File: config.mk
export PLATFORM = sky130hd
export DESIGN_NAME = dlf_front
export DESIGN_NICKNAME = d
export VERILOG_FILES = /design/src/rtl/dlf_pkg.sv /design/src/rtl/dlf_front.sv
export SDC_FILE = /design/constraint.sdc
export NUM_CORES = 1
export LEC_CHECK = 0
export BUFFER_PORTS_ARGS = -buffer_cell sky130_fd_sc_hd__buf_2
export CAP_MARGIN = 0
export CORE_MARGIN = 5
export CORE_UTILIZATION = 50
export DETAILED_ROUTE_END_ITERATION = 10
export PLACE_DENSITY = 0.81
export SLEW_MARGIN = 20
export SYNTH_ARGS = -nofsm -noshare
export SYNTH_HDL_FRONTEND = slang
export SYNTH_SLANG_ARGS = --single-unit
File: constraint.sdc
create_clock -name clk -period 9.7 [get_ports clk]
set_clock_uncertainty 0.2 [all_clocks]
set_input_delay 2.91 -clock clk [delete_from_list [all_inputs] [get_ports clk]]
set_output_delay 2.91 -clock clk [all_outputs]
set_load 0.02 [all_outputs]
File: src/rtl/dlf_pkg.sv
package dlf_pkg;

  // fixed field widths
  localparam int DATA_W  = 16;
  localparam int FRAC_W  = 12;
  localparam int ACT_W   = 32;
  localparam int ACC_W   = 48;
  localparam int NEUR_W  = 6;
  localparam int IPOS_W  = 10;
  localparam int ICNT_W  = 11;
  localparam int OCNT_W  = 7;
  localparam int CFG_AW  = 1;
  localparam int CFG_DW  = 11;

  // request codes on the input channel
  localparam logic [1:0] REQ_WEIGHT  = 2'd0;
  localparam logic [1:0] REQ_BIAS    = 2'd1;
  localparam logic [1:0] REQ_FEATURE = 2'd2;

  // configuration register indexes
  localparam logic [CFG_AW-1:0] REG_INPUT_COUNT  = 1'd0;
  localparam logic [CFG_AW-1:0] REG_OUTPUT_COUNT = 1'd1;

  typedef struct packed {
    logic [1:0]               req_type;
    logic [NEUR_W-1:0]        out_pos;
    logic [IPOS_W-1:0]        in_pos;
    logic signed [DATA_W-1:0] value;
    logic                     last;
  } in_item_t;

  typedef struct packed {
    logic [NEUR_W-1:0]       neuron;
    logic signed [ACT_W-1:0] activation;
    logic                    final_res;
  } out_item_t;

  // classified command passed from front to back
  typedef enum logic [1:0] {
    OP_WEIGHT,
    OP_BIAS,
    OP_FEAT
  } op_t;

  typedef struct packed {
    op_t                      op;
    logic                     store;
    logic                     last;
    logic [NEUR_W-1:0]        out_pos;
    logic [IPOS_W-1:0]        in_pos;
    logic signed [DATA_W-1:0] value;
  } cmd_t;

  typedef enum logic [2:0] {
    B_IDLE,
    B_BIAS,
    B_MAC,
    B_DRAIN,
    B_EMIT
  } back_state_t;

endpackage

File: src/rtl/dlf_front.sv
module dlf_front #(
  parameter int MAX_INPUTS  = 1024,
  parameter int MAX_OUTPUTS = 64
) (
  input  logic              clk,
  input  logic              rst_n,
  input  logic              in_valid,
  output logic              in_ready,
  input  dlf_pkg::in_item_t in_data,
  output logic              cmd_valid,
  output dlf_pkg::cmd_t     cmd,
  input  logic              cmd_pop
);

  dlf_pkg::cmd_t q_r [2];
  logic          wr_ptr_r;
  logic          rd_ptr_r;
  logic [1:0]    cnt_r;
  logic [1:0]    cnt_nxt;

  dlf_pkg::cmd_t cls;
  logic          keep;
  logic          opos_ok;
  logic          ipos_ok;
  logic          push;

  assign opos_ok = (32'(in_data.out_pos) < MAX_OUTPUTS);
  assign ipos_ok = (32'(in_data.in_pos) < MAX_INPUTS);

  // classify the incoming transaction, drop what has no effect
  always_comb begin
    cls.store   = 1'b0;
    cls.last    = 1'b0;
    cls.out_pos = in_data.out_pos;
    cls.in_pos  = in_data.in_pos;
    cls.value   = in_data.value;
    cls.op      = dlf_pkg::OP_WEIGHT;
    keep        = 1'b0;
    case (in_data.req_type)
      dlf_pkg::REQ_WEIGHT: begin
        cls.op = dlf_pkg::OP_WEIGHT;
        keep   = opos_ok && ipos_ok;
      end
      dlf_pkg::REQ_BIAS: begin
        cls.op = dlf_pkg::OP_BIAS;
        keep   = opos_ok;
      end
      dlf_pkg::REQ_FEATURE: begin
        cls.op    = dlf_pkg::OP_FEAT;
        cls.store = ipos_ok;
        cls.last  = in_data.last;
        keep      = ipos_ok || in_data.last;
      end
      default: begin
        keep = 1'b0;
      end
    endcase
  end

  // two-entry queue toward the back end
  assign in_ready  = (cnt_r != 2'd2);
  assign push      = in_valid && in_ready && keep;
  assign cmd_valid = (cnt_r != 2'd0);
  assign cmd       = q_r[rd_ptr_r];
  assign cnt_nxt   = cnt_r + {1'b0, push} - {1'b0, cmd_pop};

  always_ff @(posedge clk) begin
    if (!rst_n) begin
      wr_ptr_r <= 1'b0;
      rd_ptr_r <= 1'b0;
      cnt_r    <= 2'd0;
    end else begin
      if (push) begin
        wr_ptr_r <= ~wr_ptr_r;
      end
      if (cmd_pop) begin
        rd_ptr_r <= ~rd_ptr_r;
      end
      cnt_r <= cnt_nxt;
    end
  end

  always_ff @(posedge clk) begin
    if (push) begin
      q_r[wr_ptr_r] <= cls;
    end
  end

endmodule

==> impl_metrics.json <==
{
  "status": "finished clean",
  "clk_latency_ps": 320,
  "port_buffers": 76,
  "worstPathMaxFanout": 36,
  "htreeDepth": 3,
  "ys_ff_latch": 77,
  "clk_path_buf_depth": 2,
  "critPathKind": "flop to output port",
  "crit_chain": "mux2_2, buf_2",
  "die_height_um": 85.7,
  "finalPower_mw": 0.733,
  "cts.clk_slew.worst_paths_ps": 70,
  "postSynthNetCount": 184,
  "start_kind": "flop",
  "crit_buf_inv": 1,
  "cp.required_ps": 6590,
  "synth.avg_cell_area_um2": 19.9,
  "wl_per_cell_um": 15.5,
  "powerDensity_nw_per_um2": 210,
  "cts_tree": "done",
  "cap_violations": 0,
  "min-delay-start": "rd_ptr_r",
  "final_util": 0.630,
  "clockRootBuffer": "clkbuf_8",
  "die_area_um2": 7340,
  "place_inst": 289,
  "critPathSlowestCell": "dfxtp_2",
  "critPathTopFamily": "flip-flops",
  "layout.nets": 268,
  "cts_made_buffers": 9,
  "first_global_vias": 1577,
  "ctsHoldBuffers": 0,
  "yosys_warnings": 0,
  "internal-power_mw": 0.550,
  "syn_inst": 144,
  "max_freq_mhz": 203,
  "routabilityCongestion": 0.702,
  "synth_cell_types": 18,
  "via_count": 1458,
  "r2r-end": "q_r[1][6]",
  "synth-seq-area-share": 0.791,
  "slew_headroom": 0.323,
  "synth_enable_flop_cells": 72,
  "final_cells": 305,
  "drive_gt1_frac": 0.558,
  "crit_path_max_incr_delay_ps": 880,
  "rows": 27,
  "synth_most_common_cell": "edfxtp_1",
  "seq_power_share": 0.562,
  "clock_sinks": 77,
  "totalWireLength_mm": 4.74,
  "r2r-start": "cnt_r[0]",
  "ant_nets": 0,
  "tns_ps": 0,
  "worstHoldPathCells": 2,
  "first_iter_violations": 66,
  "grt_pass1_wl_mm": 7.58,
  "endpoint_kind": "output port",
  "synth_top_area_share": 0.756,
  "gr-usage-all-layers": 0.137,
  "p_comb_frac": 0.170,
  "yosysTopAreaCell": "edfxtp_1",
  "async_flop_share": 0,
  "yosys-top-cells-area": "edfxtp_1, mux2_2, dfxtp_1",
  "hold_violations": 0,
  "die_width_um": 85.7,
  "vias_per_cell": 4.78,
  "fin_crit_sh": 0.507,
  "crit_arrival_ps": 1810,
  "hpwl_mm": 3.25,
  "firstDrtPassIters": 4,
  "ios": 77,
  "p_leak_nw": 1.31,
  "cts_setup_buffers": 0,
  "core_um2": 5540,
  "p_clk_frac": 0.268,
  "r2r_setup_slack_ps": 7610,
  "syn2layout_area_growth_pct": 21.9,
  "tightest_slew_ps": 1010,
  "holdWs_ps": 315,
  "overflow": 0,
  "rsz0062_at_grt": "no",
  "synthTopCellsByCount": "edfxtp_1, mux2_2, dfxtp_1",
  "initial_utilization": 0.516,
  "setup_viol": 0,
  "reg2regPathDepth": 4,
  "diodes": 0,
  "ys.flop_type": "edfxtp_1",
  "drc": 0,
  "ir_drop_mv": 0.158,
  "post_cts_resized": 0,
  "antenna_found_initial": 0,
  "power_switching_share": 0.249,
  "grt_max_degree": 37,
  "drv_slew": 0,
  "switchingPower_mw": 0.182,
  "fin_crit_ps": 4920,
  "hp-class": "flop to flop",
  "synth.cell_area_um2": 2860
}
[flip-flops by register name (all words and copies together) (netlist names), named ones only]
signal    cells
q_r          72
cnt_r         2
rd_ptr_r      1
wr_ptr_r      1
[placed cells by master, fill, tap and decap left out, types with 2 or more instances in the layout]
cell type  Yosys  routed
nor2b_1        3       3
o21ai_0        2       2
clkbuf_1       0       4
dfxtp_1        5       4
clkinv_2       0       2
edfxtp_1      72      72
nor2_1         4       3
buf_2          3      76
clkbuf_8       0      10
xnor2_1        3       3
mux2_2        37      37
and2_1         3       3
inv_1          4       4
[how the worst max path moves through the flow]
| stage | start | to | slack (ps) | cells after the start |
|---|---|---|---|---|
| 4_1_cts | flop | cmd[34] | 4760 | 2 |
| 3_3_place_gp | in_data[34] | q_r[1][9] | 4830 | 4 |
| 3_5_place_dp | in_data[34] | q_r[1][9] | 4830 | 4 |
| 2_1_floorplan | in_valid | q_r[1][0] | 4260 | 3 |
| 5_1_grt | flop | cmd[35] | 4660 | 2 |
| 6_report | flop | cmd[35] | 4780 | 2 |
[through the flow]
stage	area, um2	worst slack [ps]
final	3490	4780
after global routing	3490	4660
after CTS	3490	4760
after detailed placement	3330	4830
after global placement	3330	4830
after floorplan	2860	4260
[tightest hold or removal path, cell delays in order, from the launching register on]
cell	delay [ps]
dfxtp_1	320
xnor2_1	80
nor2_1	80
[area by class of cell]
type	instances	area (um2)
Sequential cell	77	2260
Tap cell	72	90.1
Fill cell	437	2050
Multi-Input combinational cell	59	569
Inverter	4	15.0
Clock inverter	2	10.0
Clock buffer	14	153
Timing Repair Buffer	77	388
[metal layers]
metal | track usage | vias to the layer above | routed length (um) | share of wire
li1 | - | 712 | - | -
met1 | 0.157 | 704 | 1840 | 0.39
met2 | 0.235 | 36 | 2560 | 0.54
met3 | 0.0384 | 6 | 261 | 0.055
met5 | 0 | - | 0 | 0
met4 | 0.0662 | 0 | 78 | 0.016
[cell families after synthesis]
group | count (synthesis) | synth area share
AO/OA/AOI/OAI | 4 | 0.00874
XOR/XNOR | 3 | 0.00918
adder cells (fa/ha/maj) | 1 | 0.00437
buffers and inverters | 8 | 0.0131
flip-flops | 77 | 0.791
multiplexers | 37 | 0.146
AND/OR/NAND/NOR | 14 | 0.0284
[power groups by stage]
stage | combinational (mW) | clock, mW | sequential [mW]
4_1_cts | 0.127 | 0.203 | 0.412
2_1_floorplan | 0.0886 | 0 | 0.411
5_1_grt | 0.135 | 0.223 | 0.415
3_5_place_dp | 0.126 | 0 | 0.419
6_report | 0.125 | 0.196 | 0.412
3_3_place_gp | 0.125 | 0 | 0.418
Power figures use the tool's default switching activity.
